<file path="config.mk">
export PLATFORM = sky130hd
export DESIGN_NAME = base64_stream_encoder_core
export DESIGN_NICKNAME = d
export VERILOG_FILES = /design/src/rtl/core/b64enc_pkg.sv /design/src/rtl/core/b64enc_front.sv /design/src/rtl/core/b64enc_queue.sv /design/src/rtl/core/b64enc_back.sv /design/src/rtl/core/base64_stream_encoder_core.sv
export SDC_FILE = /design/constraint.sdc
export NUM_CORES = 1
export LEC_CHECK = 0
export BUFFER_PORTS_ARGS = -buffer_cell sky130_fd_sc_hd__buf_4
export CAP_MARGIN = 20
export CORE_MARGIN = 2
export CORE_UTILIZATION = 35
export DETAILED_ROUTE_END_ITERATION = 6
export GPL_TIMING_DRIVEN = 0
export PLACE_DENSITY_LB_ADDON = 0.1
export SYNTH_ARGS = -nofsm -noshare
export SYNTH_HDL_FRONTEND = slang
export SYNTH_SLANG_ARGS = --single-unit
</file>
<file path="constraint.sdc">
create_clock -name clk -period 6 [get_ports clk]
set_input_delay 0.3 -clock clk [delete_from_list [all_inputs] [get_ports clk]]
set_output_delay 0.3 -clock clk [all_outputs]
set_load 0.005 [all_outputs]
</file>
<file path="src/rtl/core/b64enc_pkg.sv">
`default_nettype none

package b64enc_pkg;

    // Pad character '='
    localparam logic [7:0] PAD_CHAR = 8'h3D;

    // Position of the final character within a four-character group
    localparam logic [1:0] LAST_POS = 2'd3;

    // Number of bytes carried by a group
    localparam logic [1:0] NBYTES_ONE   = 2'd1;
    localparam logic [1:0] NBYTES_TWO   = 2'd2;
    localparam logic [1:0] NBYTES_THREE = 2'd3;

    // One gathered group of up to three bytes, first byte in bits 23..16
    typedef struct packed {
        logic [23:0] bits;
        logic [1:0]  nbytes;
        logic        last;
    } group_t;

    // Map a 6-bit value onto the standard base64 alphabet
    function automatic logic [7:0] sextet_char(input logic [5:0] v);
        logic [7:0] c;
        c = {2'b00, v};
        if (v < 6'd26)
            return c + 8'h41;
        else if (v < 6'd52)
            return c + 8'h47;
        else if (v < 6'd62)
            return c - 8'd4;
        else if (v == 6'd62)
            return 8'h2B;
        else
            return 8'h2F;
    endfunction

endpackage

`default_nettype wire

</file>
<file path="src/rtl/core/b64enc_front.sv">
`default_nettype none

module b64enc_front (
    input  wire logic                 clk,
    input  wire logic                 rst_n,
    input  wire logic                 in_valid,
    output logic                      in_ready,
    input  wire logic [7:0]           in_byte,
    input  wire logic                 in_last,
    input  wire logic                 q_full,
    output logic                      push,
    output b64enc_pkg::group_t        push_group
);

    logic [15:0] held_bytes_reg;
    logic [15:0] held_bytes_next;
    logic [1:0]  held_count_reg;
    logic [1:0]  held_count_next;
    logic        accept;
    logic        closes;

    assign in_ready = !q_full;
    assign accept   = in_valid && in_ready;
    assign closes   = (held_count_reg == 2'd2) || in_last;
    assign push     = accept && closes;

    // Build the group from held bytes plus the incoming item
    always_comb
    begin
        push_group.last   = in_last;
        push_group.nbytes = held_count_reg + 2'd1;
        case (held_count_reg)
            2'd0:
            begin
                push_group.bits = {in_byte, 16'h0000};
            end
            2'd1:
            begin
                push_group.bits = {held_bytes_reg[15:8], in_byte, 8'h00};
            end
            default:
            begin
                push_group.bits = {held_bytes_reg, in_byte};
            end
        endcase
    end

    // Hold bytes until the group closes
    always_comb
    begin
        held_bytes_next = held_bytes_reg;
        held_count_next = held_count_reg;
        if (accept)
        begin
            if (closes)
            begin
                held_bytes_next = 16'h0000;
                held_count_next = 2'd0;
            end
            else if (held_count_reg == 2'd0)
            begin
                held_bytes_next = {in_byte, 8'h00};
                held_count_next = 2'd1;
            end
            else
            begin
                held_bytes_next = {held_bytes_reg[15:8], in_byte};
                held_count_next = 2'd2;
            end
        end
    end

    always_ff @(posedge clk or negedge rst_n)
    begin
        if (!rst_n)
        begin
            held_bytes_reg <= 16'h0000;
            held_count_reg <= 2'd0;
        end
        else
        begin
            held_bytes_reg <= held_bytes_next;
            held_count_reg <= held_count_next;
        end
    end

`ifndef SYNTHESIS
    a_count_range: assert property (@(posedge clk) disable iff (!rst_n)
        held_count_reg != 2'd3)
        else $error("front holds more than two bytes");
`endif

endmodule

`default_nettype wire

</file>
<file path="src/rtl/core/b64enc_queue.sv">
`default_nettype none

module b64enc_queue (
    input  wire logic                 clk,
    input  wire logic                 rst_n,
    input  wire logic                 push,
    input  wire b64enc_pkg::group_t   push_group,
    output logic                      full,
    output logic                      head_valid,
    output b64enc_pkg::group_t        head_group,
    input  wire logic                 pop
);

    b64enc_pkg::group_t entry_reg [2];
    logic       wr_ptr_reg;
    logic       wr_ptr_next;
    logic       rd_ptr_reg;
    logic       rd_ptr_next;
    logic [1:0] count_reg;
    logic [1:0] count_next;

    assign full       = (count_reg == 2'd2);
    assign head_valid = (count_reg != 2'd0);
    assign head_group = entry_reg[rd_ptr_reg];

    // Advance pointers and occupancy
    always_comb
    begin
        wr_ptr_next = wr_ptr_reg ^ push;
        rd_ptr_next = rd_ptr_reg ^ pop;
        count_next  = count_reg + {1'b0, push} - {1'b0, pop};
    end

    always_ff @(posedge clk or negedge rst_n)
    begin
        if (!rst_n)
        begin
            wr_ptr_reg <= 1'b0;
            rd_ptr_reg <= 1'b0;
            count_reg  <= 2'd0;
        end
        else
        begin
            wr_ptr_reg <= wr_ptr_next;
            rd_ptr_reg <= rd_ptr_next;
            count_reg  <= count_next;
        end
    end

    // Store pushed groups
    always_ff @(posedge clk)
    begin
        if (push)
        begin
            entry_reg[wr_ptr_reg] <= push_group;
        end
    end

`ifndef SYNTHESIS
    a_no_overflow: assert property (@(posedge clk) disable iff (!rst_n)
        push |-> !full)
        else $error("push into full queue");
    a_no_underflow: assert property (@(posedge clk) disable iff (!rst_n)
        pop |-> head_valid)
        else $error("pop from empty queue");
`endif

endmodule

`default_nettype wire

</file>
<file path="src/rtl/core/b64enc_back.sv">
`default_nettype none

module b64enc_back (
    input  wire logic                 clk,
    input  wire logic                 rst_n,
    input  wire logic                 head_valid,
    input  wire b64enc_pkg::group_t   head_group,
    output logic                      pop,
    output logic                      out_valid,
    input  wire logic                 out_ready,
    output logic [7:0]                out_char,
    output logic                      out_last
);

    b64enc_pkg::group_t group_reg;
    b64enc_pkg::group_t group_next;
    logic       active_reg;
    logic       active_next;
    logic [1:0] idx_reg;
    logic [1:0] idx_next;
    logic       out_valid_reg;
    logic       out_valid_next;
    logic [7:0] out_char_reg;
    logic [7:0] out_char_next;
    logic       out_last_reg;
    logic       out_last_next;
    logic       load_out;
    logic [7:0] cur_char;

    assign out_valid = out_valid_reg;
    assign out_char  = out_char_reg;
    assign out_last  = out_last_reg;
    assign load_out  = !out_valid_reg || out_ready;

    // Select the character at the current position, with padding
    always_comb
    begin
        case (idx_reg)
            2'd0:
            begin
                cur_char = b64enc_pkg::sextet_char(group_reg.bits[23:18]);
            end
            2'd1:
            begin
                cur_char = b64enc_pkg::sextet_char(group_reg.bits[17:12]);
            end
            2'd2:
            begin
                cur_char = (group_reg.nbytes == b64enc_pkg::NBYTES_ONE)
                    ? b64enc_pkg::PAD_CHAR
                    : b64enc_pkg::sextet_char(group_reg.bits[11:6]);
            end
            default:
            begin
                cur_char = (group_reg.nbytes == b64enc_pkg::NBYTES_THREE)
                    ? b64enc_pkg::sextet_char(group_reg.bits[5:0])
                    : b64enc_pkg::PAD_CHAR;
            end
        endcase
    end

    // Emit one character per free output slot, fetch the next group at the end
    always_comb
    begin
        group_next     = group_reg;
        active_next    = active_reg;
        idx_next       = idx_reg;
        out_valid_next = out_valid_reg;
        out_char_next  = out_char_reg;
        out_last_next  = out_last_reg;
        pop            = 1'b0;
        if (load_out)
        begin
            if (active_reg)
            begin
                out_valid_next = 1'b1;
                out_char_next  = cur_char;
                out_last_next  = group_reg.last && (idx_reg == b64enc_pkg::LAST_POS);
                if (idx_reg == b64enc_pkg::LAST_POS)
                begin
                    idx_next    = 2'd0;
                    active_next = head_valid;
                    pop         = head_valid;
                    group_next  = head_group;
                end
                else
                begin
                    idx_next = idx_reg + 2'd1;
                end
            end
            else
            begin
                out_valid_next = 1'b0;
                active_next    = head_valid;
                pop            = head_valid;
                group_next     = head_group;
                idx_next       = 2'd0;
            end
        end
    end

    always_ff @(posedge clk or negedge rst_n)
    begin
        if (!rst_n)
        begin
            active_reg    <= 1'b0;
            idx_reg       <= 2'd0;
            out_valid_reg <= 1'b0;
        end
        else
        begin
            active_reg    <= active_next;
            idx_reg       <= idx_next;
            out_valid_reg <= out_valid_next;
        end
    end

    // Payload registers
    always_ff @(posedge clk)
    begin
        group_reg    <= group_next;
        out_char_reg <= out_char_next;
        out_last_reg <= out_last_next;
    end

`ifndef SYNTHESIS
    a_idx_active: assert property (@(posedge clk) disable iff (!rst_n)
        (idx_reg != 2'd0) |-> active_reg)
        else $error("character position set while no group is loaded");
`endif

endmodule

`default_nettype wire

</file>
<file path="src/rtl/core/base64_stream_encoder_core.sv">
// Channel  | Dir | tdata (low bit up)  | tlast                  | tuser
// s_axis   | in  | data_byte[7:0]      | last_byte              | -
// m_axis   | out | code_char[7:0]      | last_char              | -
//
// Each three-byte group (or shorter group closed by tlast) yields four
// characters, one per cycle from the back-end output register while the
// receiver is ready. Input takes one item per cycle while the two-entry
// group queue has room; sustained input rate is set by the output. A
// closing byte's group passes the queue, the back-end group register and
// the output register, and waits further while earlier groups drain or the
// output stalls. Reset clears held bytes, the queue and the output valid.
`default_nettype none

module base64_stream_encoder_core (
    input  wire logic       clk,
    input  wire logic       rst_n,
    input  wire logic       s_tvalid,
    output logic            s_tready,
    input  wire logic [7:0] s_tdata,   // [7:0] data_byte
    input  wire logic       s_tlast,
    output logic            m_tvalid,
    input  wire logic       m_tready,
    output logic [7:0]      m_tdata,   // [7:0] code_char
    output logic            m_tlast
);

    logic               q_full;
    logic               push;
    b64enc_pkg::group_t push_group;
    logic               head_valid;
    b64enc_pkg::group_t head_group;
    logic               pop;

    b64enc_front u_front (
        .clk        (clk),
        .rst_n      (rst_n),
        .in_valid   (s_tvalid),
        .in_ready   (s_tready),
        .in_byte    (s_tdata),
        .in_last    (s_tlast),
        .q_full     (q_full),
        .push       (push),
        .push_group (push_group)
    );

    b64enc_queue u_queue (
        .clk        (clk),
        .rst_n      (rst_n),
        .push       (push),
        .push_group (push_group),
        .full       (q_full),
        .head_valid (head_valid),
        .head_group (head_group),
        .pop        (pop)
    );

    b64enc_back u_back (
        .clk        (clk),
        .rst_n      (rst_n),
        .head_valid (head_valid),
        .head_group (head_group),
        .pop        (pop),
        .out_valid  (m_tvalid),
        .out_ready  (m_tready),
        .out_char   (m_tdata),
        .out_last   (m_tlast)
    );

endmodule

`default_nettype wire

</file>
# Yosys cells after proc, flatten, opt, wreduce, memory -nomap -nowiden
# Memories as Yosys holds them, arrays and structs flattened.
# Index checks and enable logic that the tools add are counted.
dict set report word_totals {
  register_bits 62
  ram_bits 54
  inputBits 13
  word_cells 108
  memories 1
}
dict set report op_classes {
  add_sub_neg 16
  n_lt_le_gt_ge 12
  eq_ne 13
  mux 36
  bitwise 2
  reduce_logical 14
}
# memory depth width read_ports rd_ports_with_merged_regs write_ports line_no
set mem_list {}
lappend mem_list {u_queue.entry_reg 2 27 1 0 1 b64enc_queue.sv:14} ;# b64enc_pkg::group_t entry_reg [2];
# op n
set ops {}
lappend ops {{$mux W8} 14}
lappend ops {{$add A6 B7 Y8 const B} 8}
lappend ops {{$mux W27} 2}
lappend ops {{$lt A6 B6 Y1 const B} 8}
lappend ops {{$pmux W24 S2} 1}
lappend ops {{$mux W16} 2}
lappend ops {{$sub A6 B3 Y7 const B} 4}
lappend ops {{$eq A6 B6 Y1 const B} 4}
lappend ops {{$lt A6 B5 Y1 const B} 4}
lappend ops {{$pmux W8 S3} 1}
lappend ops {{$mux W3} 4}
lappend ops {{$eq A2 B2 Y1 const B} 5}
lappend ops {{$mux W1} 8}
lappend ops {{$mux W2} 4}
lappend ops {{$eq A2 B1 Y1 const B} 3}
lappend ops {{$reduce_and A2 Y1} 3}
lappend ops {{$add A2 B1 Y2 const B} 2}
lappend ops {{$logic_not A2 Y1} 2}
lappend ops {{$reduce_bool A2 Y1} 2}
lappend ops {{$logic_and A1 B1 Y1} 3}
lappend ops {{$add A2 B1 Y2} 1}
lappend ops {{$logic_not A1 Y1} 2}
lappend ops {{$logic_or A1 B1 Y1} 2}
lappend ops {{$ne A2 B2 Y1 const B} 1}
lappend ops {{2 further kinds} 3}

# Depth between registers and ports, before layout
dict set report depth {
  ltp_word 7
  ltp_mapped 9
}

# By module
# A second synthesis with hierarchy kept.
dict set report hier_totals {
  cells_unflattened 555
  area_unflattened_um2 6394.9
}
# module n_inst cells_each area_each_um2 seq_area_each_um2
set modules_own_cells {}
lappend modules_own_cells {b64enc_back 1 307 2954.1 1181.1}
lappend modules_own_cells {b64enc_queue 1 100 2258.4 1721.7}
lappend modules_own_cells {b64enc_front 1 148 1182.4 450.4}

# Least setup slack after synthesis
# OpenSTA, ideal clock, no wires.
dict set report synth_path {
  path_kind {reg-to-reg}
  startpoint {register u_back.idx_reg[0]}
  endpoint {register u_queue.count_reg[1]}
  setup_time_ns 0.080
  arrival_time_ns 2.955
  required_time_ns 5.920
  setup_slack_ns 2.965
  path_stages_with_launch 10
  path_cell_list {dfrtp_1 -> ha_1 -> inv_1 -> a21oi_1 -> nor2b_1 -> ha_1 -> inv_1 -> ha_1 -> xnor2_1 -> xnor2_1}
}
dict set report synth_between {
  elab_chain_cells 5
}
# element line_no
set synth_lines {}
lappend synth_lines {{start: declaration} b64enc_back.sv:19} ;# logic [1:0] idx_reg;
lappend synth_lines {{start signal: assignment} b64enc_back.sv:113} ;# idx_reg <= idx_next;
lappend synth_lines {{$eq A2 B2 Y1} b64enc_back.sv:79} ;# if (idx_reg == b64enc_pkg::LAST_POS)
lappend synth_lines {{$mux W1} b64enc_back.sv:79}
lappend synth_lines {{$mux W1} b64enc_back.sv:74} ;# if (active_reg)
lappend synth_lines {{$mux W1} b64enc_back.sv:72} ;# if (load_out)
lappend synth_lines {{$sub A2 B1 Y2} b64enc_queue.sv:31} ;# count_next = count_reg + {1'b0, push} - {1'b0, pop};
lappend synth_lines {{net u_queue.count_next[1]} b64enc_queue.sv:20} ;# logic [1:0] count_next;
lappend synth_lines {{end signal: assignment} b64enc_queue.sv:46} ;# count_reg <= count_next;
lappend synth_lines {{end: declaration} b64enc_queue.sv:19} ;# logic [1:0] count_reg;
# The timed path passes the listed nets, and every way through them passes these cells.
# A chain may end at the register's enable or synchronous reset.

# Worst setup path in the final report
dict set report layout_path {
  startpoint {register u_back.group_reg[17] (netlist name)}
  endpoint {register u_back.out_char_reg[3] (netlist: u_back.out_char[3]) (data pin)}
}
dict set report layout_between {
  elab_chain_cells 5
  word_cells_on_any_way 10
  cone_classes {3 x add/sub; 3 x order compare; 4 x mux}
}
# element line_no
set layout_lines {}
lappend layout_lines {{start: declaration} b64enc_back.sv:15} ;# b64enc_pkg::group_t group_reg;
lappend layout_lines {{start signal: assignment} b64enc_back.sv:121} ;# group_reg <= group_next;
lappend layout_lines {{$sub A6 B3 Y7 / $lt A6 B6 Y1 (equally long branches)} {b64enc_pkg.sv:32, b64enc_pkg.sv:31}}
lappend layout_lines {{$mux W8} b64enc_pkg.sv:31} ;# else if (v < 6'd62)
lappend layout_lines {{$mux W8} b64enc_pkg.sv:29} ;# else if (v < 6'd52)
lappend layout_lines {{$mux W8 *} b64enc_pkg.sv:27} ;# if (v < 6'd26)
lappend layout_lines {{$pmux W8 S3 *} b64enc_back.sv:38} ;# case (idx_reg)
lappend layout_lines {{net u_back.cur_char[3]} b64enc_back.sv:28} ;# logic [7:0] cur_char;
lappend layout_lines {{end signal: assignment} b64enc_back.sv:122} ;# out_char_reg <= out_char_next;
lappend layout_lines {{end: declaration} b64enc_back.sv:23} ;# logic [7:0] out_char_reg;
# The timed path passes the listed nets; every way through them passes the cells marked *.

==> impl_metrics.ini <==
[synth]
synth.distinct_cells = 62
synth-compound-area-share = 0.166
synthFlopType = edfxtp_1
synth_fa_ha_area_frac = 0.0707
synth-seq-area-share = 0.557
synth-edff-count = 90
syn_nets = 539
synth.avg_cell_area_um2 = 12.2
netlist_area_um2 = 6020
muxShareOfSynthArea = 0.0541
synth_cells = 492
synthSimpleGateAreaFrac = 0.0890
ys_async_sr_fraction = 0.224
ys_ff_latch = 116
yosys_warnings = 0
synth_top_family_by_area = compound AO/OA/AOI/OAI gates
synth_xor_area_frac = 0.0233

[timing]
hold_violations = 0
fmax_mhz = 375
setup_viol = 0
slew_viol_final = 0
period_minus_slack_ns = 2.67
hold_ws_ns = 0.116
rsz0062_at_grt = false
relSlewSlack = 0.343
setup_tns_ns = 0
tightestPinTransition_ns = 0.971
fin_crit_sh = 0.445
final.setup_skew_ns = 0.0109

[critical_path]
rrSetupSlack_ns = 3.33
worst_r2r_path_depth = 8
r2r-end = u_back.out_char[3]
start_kind = register
end_kind = register
crit_arrival_ns = 2.81
worstPathMaxFanout = 7
path_class = reg2reg
cp_data_required_time_ns = 6.14
crit_path_end = u_back.out_char[3]
reg2reg_from = u_back.group_reg[17]
cp-startpoint = u_back.group_reg[17]

[clocking]
clkLatencyLatePin_ns = 0.41
cts_sinks = 116
cts.clk_slew.worst_paths_ns = 0.05
cts_max_level = 4
hold_buffers = 1
cts_buffers = 17
root_buffer = clkbuf_16
clockBufferDepth = 2
cts_resized = 0
tritoncts = built
post_cts.repair.setup_buffers = 0

[power_and_ir_drop]
p_leak_nw = 2.79
p_seq_frac = 0.371
swShare = 0.340
ir_drop_mv = 0.204
power_density_nw_per_um2 = 505
p_clk_frac = 0.276
switchingPower_mw = 1.23
comb_power_share = 0.354
internal_power_mw = 2.38

[routing]
vias = 3959
drtPass1Iterations = 5
drt_iter0_markers = 266
ant_nets = 0
drc = 0
routed_via_density = 5.13
routed_wl_um = 13000
wl_per_cell_um = 16.9

[final_layout]
synthToLayoutAreaGrowth_pct = 18.6
nFillCells = 1573
drive_gt1_frac = 0.192
nets = 585
finalNonFillerCells = 771
antennaDiodeCount = 0
largest_reg_flops = 54

[floorplan]
rows = 47
die_width_um = 135
core_um2 = 16700
io_pins = 24
dieArea_um2 = 18300
die_h_um = 135
initial_core_util = 0.360

[global_route]
grt_pass1_vias = 3884
grt_pass1_wl_um = 21200
grt_antenna_before_repair = 0
grt-ovfl-total = 0
grt_max_degree = 27
gr-usage-all-layers = 0.154

[placed_design]
gp_congestion = 0.889
portBuffers = 23
dp_cells = 738
dpl.hpwl_um = 9480

[worst_hold_path]
hp-class = in2reg
hold_depth = 1

[run]
maxCapViolCount = 0

[status]
outcome = finished, final reports clean
==> routing by layer <==
layer	vias up	share of wire	GRT usage
met5	-	0	0
met1	1895	0.48	0.210
met4	0	0.011	0.0584
met3	10	0.036	0.0352
li1	1954	-	-
met2	100	0.47	0.241
==> per-stage QoR <==
stage	power [mW]	cell area [um2]	setup slack, ns	util
after floorplan	2.22	6020	2.96	-
after global placement	2.59	6470	2.35	0.387
after detailed placement	2.63	6540	3.38	0.392
after CTS	3.64	7140	3.36	0.428
after global routing	3.84	7140	3.11	0.428
final	3.61	7140	3.33	0.428
==> cells in the final DEF (no fill, tap or decap), drive strengths merged, types with 22 or more instances in the layout <==
| cell type | n |
|---|---|
| mux2 | 28 |
| a22o | 32 |
| a21oi | 24 |
| buf | 38 |
| o21ai | 22 |
| clkbuf | 30 |
| inv | 36 |
| nand2 | 26 |
| ha | 34 |
| nor2 | 24 |
| dfrtp | 26 |
| edfxtp | 90 |
==> kinds of logic after synthesis <==
group / Yosys count
adders and majority gates: 34
AOI/OAI and AO/OA: 137
buffers and inverters: 56
muxes: 29
DFF: 116
and+or+nand+nor: 104
xor gates and xnor gates: 16
==> how the worst min path moves through the flow <==
stage                     slack, ns                        end     from
after floorplan               0.004          u_back.active_reg    rst_n
after global placement         0.23  u_front.held_bytes_reg[0]    rst_n
after detailed placement       0.24  u_front.held_bytes_reg[0]    rst_n
after CTS                      0.09    u_queue.entry_reg[1][0]  s_tlast
after global routing           0.10    u_queue.entry_reg[1][0]  s_tlast
final                          0.12    u_queue.entry_reg[0][0]  s_tlast
==> critical path, stage by stage, from the launching register on <==
cell and delay, ns:
edfxtp_1 0.36, clkbuf_1 0.29, inv_1 0.14, ha_1 0.27, nand3b_1 0.27, a21oi_1 0.30, a221oi_1 0.16, a2111oi_2 0.48
a2bb2oi_1 0.13
==> power by group through the flow <==
stage	registers (mW)	logic [mW]	clock network (mW)
2_1_floorplan	1.32	0.902	0
3_3_place_gp	1.35	1.24	0
3_5_place_dp	1.35	1.28	0
4_1_cts	1.33	1.29	1.02
5_1_grt	1.36	1.43	1.05
6_report	1.34	1.28	0.994
==> cell type report <==
type	count	area (um2)	area share
multi-input cells	320	2430	0.340
repair buffers	27	253	0.0354
inverters	32	120	0.0168
clock inverters	14	151	0.0212
well taps	220	275	0.0385
flip-flops and latches	116	3350	0.470
plain buffers	24	121	0.0170
clock buffers	18	439	0.0615
==> cell usage after synthesis (2+ instances only) <==
cell type   n  area, um2
mux2_2     28        315
a21oi_1    22        110
edfxtp_1   90       2700
nor3_1      2       10.0
nand2b_1    7       43.8
a211oi_1    5       37.5
or2_1       2       12.5
xor2_1      4       35.0
buf_1       2       7.51
ha_1       34        425
nand3b_1    3       22.5
a21o_1      9       67.6
nand3_1    12       60.1
a31oi_1     9       56.3
and3_1      4       25.0
inv_1      32        120
o211ai_1    3       22.5
o31ai_1     2       15.0
nor2_2      2       12.5
dfrtp_1    26        651
nand4_1     4       25.0
nand2_1    26       97.6
o21ai_0    19       95.1
nor2_1     22       82.6
o21ai_1     3       15.0
a22oi_1     2       15.0
xnor2_1    12        105
and2_1     10       62.6
buf_6       3       33.8
a22o_1     32        280
nor3_2      2       20.0
nor2b_1     3       18.8
a221oi_1    4       35.0
buf_2       7       35.0
a211o_1     3       26.3
o22ai_1     5       31.3
clkbuf_1   12       45.0
Note: power is estimated with default switching activity, not from simulation.
